## config.mk

```make
export PLATFORM = sky130hd
export DESIGN_NAME = sfdl_ctrl
export DESIGN_NICKNAME = d
export VERILOG_FILES = /design/src/hw/rtl/sfdl_pkg.sv /design/src/hw/rtl/sfdl_ctrl.sv
export VERILOG_INCLUDE_DIRS = /design/src /design/src/hw/rtl
export SDC_FILE = /design/constraint.sdc
export NUM_CORES = 1
export LEC_CHECK = 0
export BUFFER_PORTS_ARGS = -buffer_cell sky130_fd_sc_hd__buf_2
export CORE_AREA = 2 2 39 41
export DETAILED_ROUTE_END_ITERATION = 10
export DIE_AREA = 0 0 41 43
export SLEW_MARGIN = 20
export SYNTH_ARGS = -nofsm -noshare
export SYNTH_HDL_FRONTEND = slang
export SYNTH_SLANG_ARGS = --single-unit
```

## constraint.sdc

```tcl
create_clock -name clock -period 1.6 [get_ports clock]
set_input_delay 0.16 -clock clock [delete_from_list [all_inputs] [get_ports clock]]
set_output_delay 0.16 -clock clock [all_outputs]
set_load 0.05 [all_outputs]
```

## src/hw/rtl/smoothed_fractional_delay_line_defines.svh

```systemverilog
// Assertion helpers shared by the delay line modules.
`ifndef SMOOTHED_FRACTIONAL_DELAY_LINE_DEFINES_SVH
`define SMOOTHED_FRACTIONAL_DELAY_LINE_DEFINES_SVH

// The consequent must hold in the same cycle as the antecedent.
`define SFDL_ASSERT_SAME(lbl, ante, cons, msg) \
   lbl: assert property (@(posedge clock) disable iff (reset) (ante) |-> (cons)) \
      else $error(msg);

// The consequent must hold in the cycle after the antecedent.
`define SFDL_ASSERT_NEXT(lbl, ante, cons, msg) \
   lbl: assert property (@(posedge clock) disable iff (reset) (ante) |=> (cons)) \
      else $error(msg);

`endif

```

## src/hw/rtl/sfdl_pkg.sv

```systemverilog
`default_nettype none

package sfdl_pkg;

   localparam int DELAY_DEPTH  = 2048;
   localparam int SAMPLE_WIDTH = 24;
   localparam int ADDR_W       = $clog2(DELAY_DEPTH);
   localparam int FRAC_W       = 12;
   localparam int DELAY_W      = 23;
   localparam int COEFF_W      = 16;
   localparam int POS_W        = ADDR_W + FRAC_W;
   localparam int SPROD_W      = DELAY_W + COEFF_W + 2;
   localparam int IPROD_W      = SAMPLE_WIDTH + FRAC_W + 2;
   localparam int CSR_IDX_W    = 1;
   localparam int CSR_DATA_W   = COEFF_W;

   localparam longint DELAY_CAP = longint'(DELAY_DEPTH) * (longint'(1) << FRAC_W) - 1;
   localparam longint POS_SPAN  = longint'(DELAY_DEPTH) * (longint'(1) << FRAC_W);
   localparam longint COEFF_HALF = longint'(1) << (COEFF_W - 1);
   localparam longint FRAC_HALF  = longint'(1) << (FRAC_W - 1);

   localparam logic [CSR_IDX_W-1:0] CSR_HUMANIZE_ON     = 1'b0;
   localparam logic [CSR_IDX_W-1:0] CSR_SMOOTHING_COEFF = 1'b1;
   localparam logic [COEFF_W-1:0]   COEFF_RESET         = 16'd66;

   typedef struct packed {
      logic signed [SAMPLE_WIDTH-1:0] left_in;
      logic signed [SAMPLE_WIDTH-1:0] right_in;
      logic        [DELAY_W-1:0]      target_delay;
   } req_type;

   typedef struct packed {
      logic signed [SAMPLE_WIDTH-1:0] left_out;
      logic signed [SAMPLE_WIDTH-1:0] right_out;
   } rsp_type;

   typedef struct packed {
      logic load;
      logic bypass;
      logic smooth_mul;
      logic store_write;
      logic store_read;
      logic interp_sub;
      logic interp_mul;
      logic out_load;
   } cmd_type;

   typedef struct packed {
      logic out_free;
   } sts_type;

   typedef enum logic [6:0] {
      ST_IDLE   = 7'b0000001,
      ST_SMOOTH = 7'b0000010,
      ST_UPDATE = 7'b0000100,
      ST_FETCH  = 7'b0001000,
      ST_DIFF   = 7'b0010000,
      ST_SCALE  = 7'b0100000,
      ST_DONE   = 7'b1000000
   } state_type;

endpackage

`default_nettype wire

```

## src/hw/rtl/sfdl_ctrl.sv

```systemverilog
`default_nettype none
`include "smoothed_fractional_delay_line_defines.svh"

module sfdl_ctrl (
   input  wire logic             clock,
   input  wire logic             reset,
   input  wire logic             humanize_on,
   input  wire logic             req_valid,
   output logic                  req_stall,
   input  wire sfdl_pkg::sts_type sts,
   output sfdl_pkg::cmd_type     cmd
);
   import sfdl_pkg::*;

   state_type state_ff;
   state_type state_in;
   logic      accept;

   assign req_stall = (state_ff != ST_IDLE);
   assign accept    = req_valid && (state_ff == ST_IDLE);

   always_comb begin
      state_in = state_ff;
      cmd      = '0;
      unique case (state_ff)
         ST_IDLE: begin
            cmd.load   = accept;
            cmd.bypass = !humanize_on;
            if (accept) begin
               state_in = humanize_on ? ST_SMOOTH : ST_DONE;
            end
         end
         ST_SMOOTH: begin
            cmd.smooth_mul = 1'b1;
            state_in       = ST_UPDATE;
         end
         ST_UPDATE: begin
            cmd.store_write = 1'b1;
            state_in        = ST_FETCH;
         end
         ST_FETCH: begin
            cmd.store_read = 1'b1;
            state_in       = ST_DIFF;
         end
         ST_DIFF: begin
            cmd.interp_sub = 1'b1;
            state_in       = ST_SCALE;
         end
         ST_SCALE: begin
            cmd.interp_mul = 1'b1;
            state_in       = ST_DONE;
         end
         ST_DONE: begin
            if (sts.out_free) begin
               cmd.out_load = 1'b1;
               state_in     = ST_IDLE;
            end
         end
         default: begin
            state_in = ST_IDLE;
         end
      endcase
   end

   always_ff @(posedge clock) begin
      if (reset) begin
         state_ff <= ST_IDLE;
      end else begin
         state_ff <= state_in;
      end
   end

   `SFDL_ASSERT_NEXT(a_accept_leaves_idle, req_valid && !req_stall, state_ff != ST_IDLE,
                     "An accepted frame did not start the sequence.")
   `SFDL_ASSERT_SAME(a_load_only_when_free, cmd.out_load, sts.out_free,
                     "A result was loaded over one still waiting.")
   `SFDL_ASSERT_NEXT(a_write_then_read, cmd.store_write, cmd.store_read,
                     "The store read did not follow the store write.")

endmodule

`default_nettype wire

```

---- Word-level counts from Yosys, hierarchy flattened ----
Index checks and enable logic that the tools add are counted.
storage, ports and cells
  bits in registers ....................... 7
  output and inout bits ................... 9
  logic and storage cells ................. 26
cells by class
  equal/unequal tests ..................... 10
  multiplexer cells ....................... 12
  reduce and logical (&&, ||, !) cells .... 3
operators by type and width
  kind                                                                     count
  7-bit one-hot mux with 7 select lines                                    1
  7-bit two-way mux                                                        3
  7-bit by 1-bit equality test with 1-bit output, second input constant    1
  7-bit by 2-bit equality test with 1-bit output, second input constant    1
  7-bit by 3-bit equality test with 1-bit output, second input constant    1
  7-bit by 4-bit equality test with 1-bit output, second input constant    1
  7-bit by 5-bit equality test with 1-bit output, second input constant    1
  7-bit by 6-bit equality test with 1-bit output, second input constant    1
  7-bit equality test, second input constant                               1
  1-bit two-way mux                                                        7
  7-bit by 1-bit inequality test with 1-bit output, second input constant  1
  2-bit inequality test, second input constant                             2
  2-bit two-way mux                                                        1
  2-bit AND reduction                                                      1
  1-bit logical AND                                                        1
  1-bit logical NOT                                                        1

---- Longest topological paths before layout ----
  word-level depth ........................ 4
  gate-level depth with buffers ........... 5
  gate-level depth less buffers ........... 4

---- Worst setup path after synthesis ----
No wires, ideal clock.
  kind .................................... reg-to-reg
  start ................................... register state_ff[3]
  end ..................................... register state_ff[6]
  library setup time ...................... 0.061 ns
  arrival time ............................ 1.858 ns
  path slack .............................. -0.319 ns
  cell stages (with the launch flop) ...... 6
  path buffers ............................ 1
  path through ............................ dfxtp_1 -> clkbuf_2 -> nor4b_2 -> nand2_1 -> nor2_2 -> o31a_1
between the ends
  word-level cells in the longest chain between the ends .. 4
  elaborated cells between the ends (all ways) .. 12
RTL lines
  item                                            RTL line                          text
  from (decl)                                     sfdl_ctrl.sv:15                   state_type state_ff;
  from (signal assigned)                          sfdl_ctrl.sv:69                   state_ff <= state_in;
  7-bit by 1-bit equality test with 1-bit output  sfdl_ctrl.sv:20, sfdl_ctrl.sv:25
  1-bit logical AND                               sfdl_ctrl.sv:20                   assign accept = req_valid && (state_ff == ST_IDLE);
  2-bit inequality test (no line)                 -
  2-bit AND reduction (no line)                   -
Several ways; a longest one is shown, not always the timed one.
A chain may end at the register's enable or synchronous reset.

==> results.md <==
- Pwr Total: 0.639 mW
- Die Width: 41 µm
- Unrepaired setup endpoints after global routing: yes
- Number of port buffers: 13
- Area of the multi-input gates: 373 µm²
- Clock Latency Late Sink: 0.25 ns
- Vias: 441
- Worst-path maximum fanout: 7
- Crit path from: state_ff[0]$_SDFFE_PP1P_
- Number of synthesized flops with an enable pin: 0
- Max reg flops: 7
- Clock skew: 0.00456 ns
- Gp weighted congestion: 0.786
- Final ANT Viol Nets: 0
- Synth top area cells: dfxtp_1 30%, nor3b_2 16%, nor4_4 4.5%
- Gr usage total: 13.7%
- Yosys top cell area share: 29.6%
- Unique masters post-synth: 26
- Grt total ovfl: 0
- CTS Hold Bufs: 0
- TritonCTS Buffers: 3
- Register area share after synthesis: 29.6%
- First-pass GRT wire length: 1.64 mm
- Critical Path Start Type: register
- CTS Buffer Depth: 2
- Area leader, netlist: dfxtp_1
- R2R depth: 4
- Core ar.: 1380 µm²
- H-tree levels: 1
- Drt total wl: 1.11 mm
- Gate Count Post-Synth: 47
- Max rail drop VDD: 681 µV
- Share of layout cells above drive strength 1: 68.2%
- Ys async rst share: 0%
- Endpoints failing setup: 0
- Initial DRC count: 8
- Crit path arrival time: 1.40 ns
- Max-slew headroom: 78.1%
- Initial Util: 34.3%
- Worst setup EP type: primary output
- Total Nets Final: 72
- Final slew viol count: 0
- Via density: 5.38
- Fin cells: 82
- Clock transition at path regs: 0.05 ns
- Cell area after synthesis: 474 µm²
- Cell Rows: 14
- Worst slew pin tran: 0.328 ns
- Pwr/cell area: 862 nW/µm²
- Fmax achieved: 643 MHz
- Clock sink total: 7
- R2r setup slk: 0.21 ns
- Net count after synthesis: 52
- I/O pin count: 14
- Leak: 0.278 nW
- CTS tree: yes
- Mean routed wirelength per cell: 13.5 µm
- Warnings, synthesis: 0
- Dpl hpwl: 767 µm
- Filler cells: 116
- Die H: 43 µm
- Largest net degree at the start of global routing: 9
- Initial antenna violation count: 0
- Post-layout min period: 1.56 ns
- Placed Cells: 76
- CP endpoint: cmd[1]
- Period utilization: 97.3%
- Area occupied by registers: 158 µm²
- WS Path Type: reg -> out
- Endpoint of the worst-slack reg-to-reg timing path: state_ff[0]$_SDFFE_PP1P_
- Worst r2r src: state_ff[6]$_SDFFE_PP0P_
- DR pass1 iterations: 4
- Vias in the first global route: 375
- Outcome: completed
- Die area: 1760 µm²
- Syn avg cell area: 10.1 µm²
- Prevailing post-synth register cell: dfxtp_1
- Worst EP required: 1.44 ns
- P&R area growth vs syn: 56.2%
- Min-delay worst type: in -> reg
- #FFs+latches synth: 7
- Sum Neg Setup Slack: 0 ns
- Final hold vios: 0
- Antenna diodes: 0
- Max-cap viol count: 0
- Largest regs: state_ff (7)
- Largest reg by FF count: state_ff
- Clk root buf: clkbuf_4
- Residual DRC count: 0
==> how the worst min path moves through the flow <==
| stage | start | to | slack, ns | depth (start not counted) |
|---|---|---|---|---|
| after global routing | reset | state_ff[3]$_SDFFE_PP0P_ | 0.16 | 2 |
| after floorplan | reset | state_ff[3]$_SDFFE_PP0P_ | 0.23 | 1 |
| after detailed placement | reset | state_ff[3]$_SDFFE_PP0P_ | 0.44 | 2 |
| final | reset | state_ff[4]$_SDFFE_PP0P_ | 0.16 | 2 |
| after global placement | reset | state_ff[3]$_SDFFE_PP0P_ | 0.44 | 2 |
| after CTS | reset | state_ff[4]$_SDFFE_PP0P_ | 0.16 | 2 |
==> layer usage <==
metal  routed length, µm  global-route usage, %  vias to the layer above
met4                   8                   8.00                        0
met1                 429                   18.5                      208
met2                 585                   19.1                       21
met3                  84                   3.14                        2
li1                    -                      -                      210
met5                   0                      0                        -
==> Yosys cell counts (2+ instances only) <==
cell type	count
nor3b_2	6
dfxtp_1	7
xnor2_1	2
o31a_1	2
nor3b_1	2
nor3_1	2
nor2_1	5
nand2_1	3
==> repair_timing <==
item	CTS	global route
pin swaps	1	8
setup buffers	1	1
resized for setup	18	17
setup endpoints to repair	9	8
==> cell usage in the layout, fill, tap and decap left out, types with 3 or more instances in the layout <==
cell	netlist	layout
buf_6	1	8
nor2_1	5	5
nor3b_4	1	5
buf_2	1	5
buf_4	0	4
dfxtp_4	0	4
nand2_2	0	3
clkbuf_4	0	3
==> per-stage QoR <==
step	utilization, %	hold WS [ns]	area, µm²	setup WS [ns]
floorplan	-	0.230	500	-0.126
global placement	42.4	0.439	587	0.0914
detailed placement	42.4	0.436	587	0.117
CTS	48.7	0.161	674	-0.0283
global route	53.5	0.163	741	-0.0368
finish	53.5	0.160	741	0.0437
==> layout make-up <==
cell class | count | share of cell area, %
tap | 16 | 2.70
sequential | 7 | 21.3
clock buffer | 4 | 3.55
inverter | 1 | 0.507
multi-input combinational | 36 | 50.3
timing repair buffer | 18 | 21.6
==> critical path, stage by stage, from the launching register on <==
cell	delay [ns]
dfxtp_4	0.37
nor3_4	0.23
nand2_2	0.14
nor3b_4	0.22
buf_6	0.18
==> power breakdown <==
group	leakage (nW)	internal (mW)	total (mW)	switching, mW
Sequential	0.0605	0.185	0.212	0.0279
Clock	0.0150	0.0951	0.159	0.0644
Combinational	0.203	0.108	0.267	0.159
==> cell families (layout without fill, tap and decap cells) <==
| kind of cell | Yosys count | after routing | synth area share (%) |
|---|---|---|---|
| simple gates | 29 | 29 | 53.3 |
| flops | 7 | 7 | 29.6 |
| compound gates | 5 | 5 | 8.18 |
| buf+inv | 4 | 23 | 5.27 |
| xor+xnor | 2 | 2 | 3.69 |
Power figures use the tool's default switching activity.
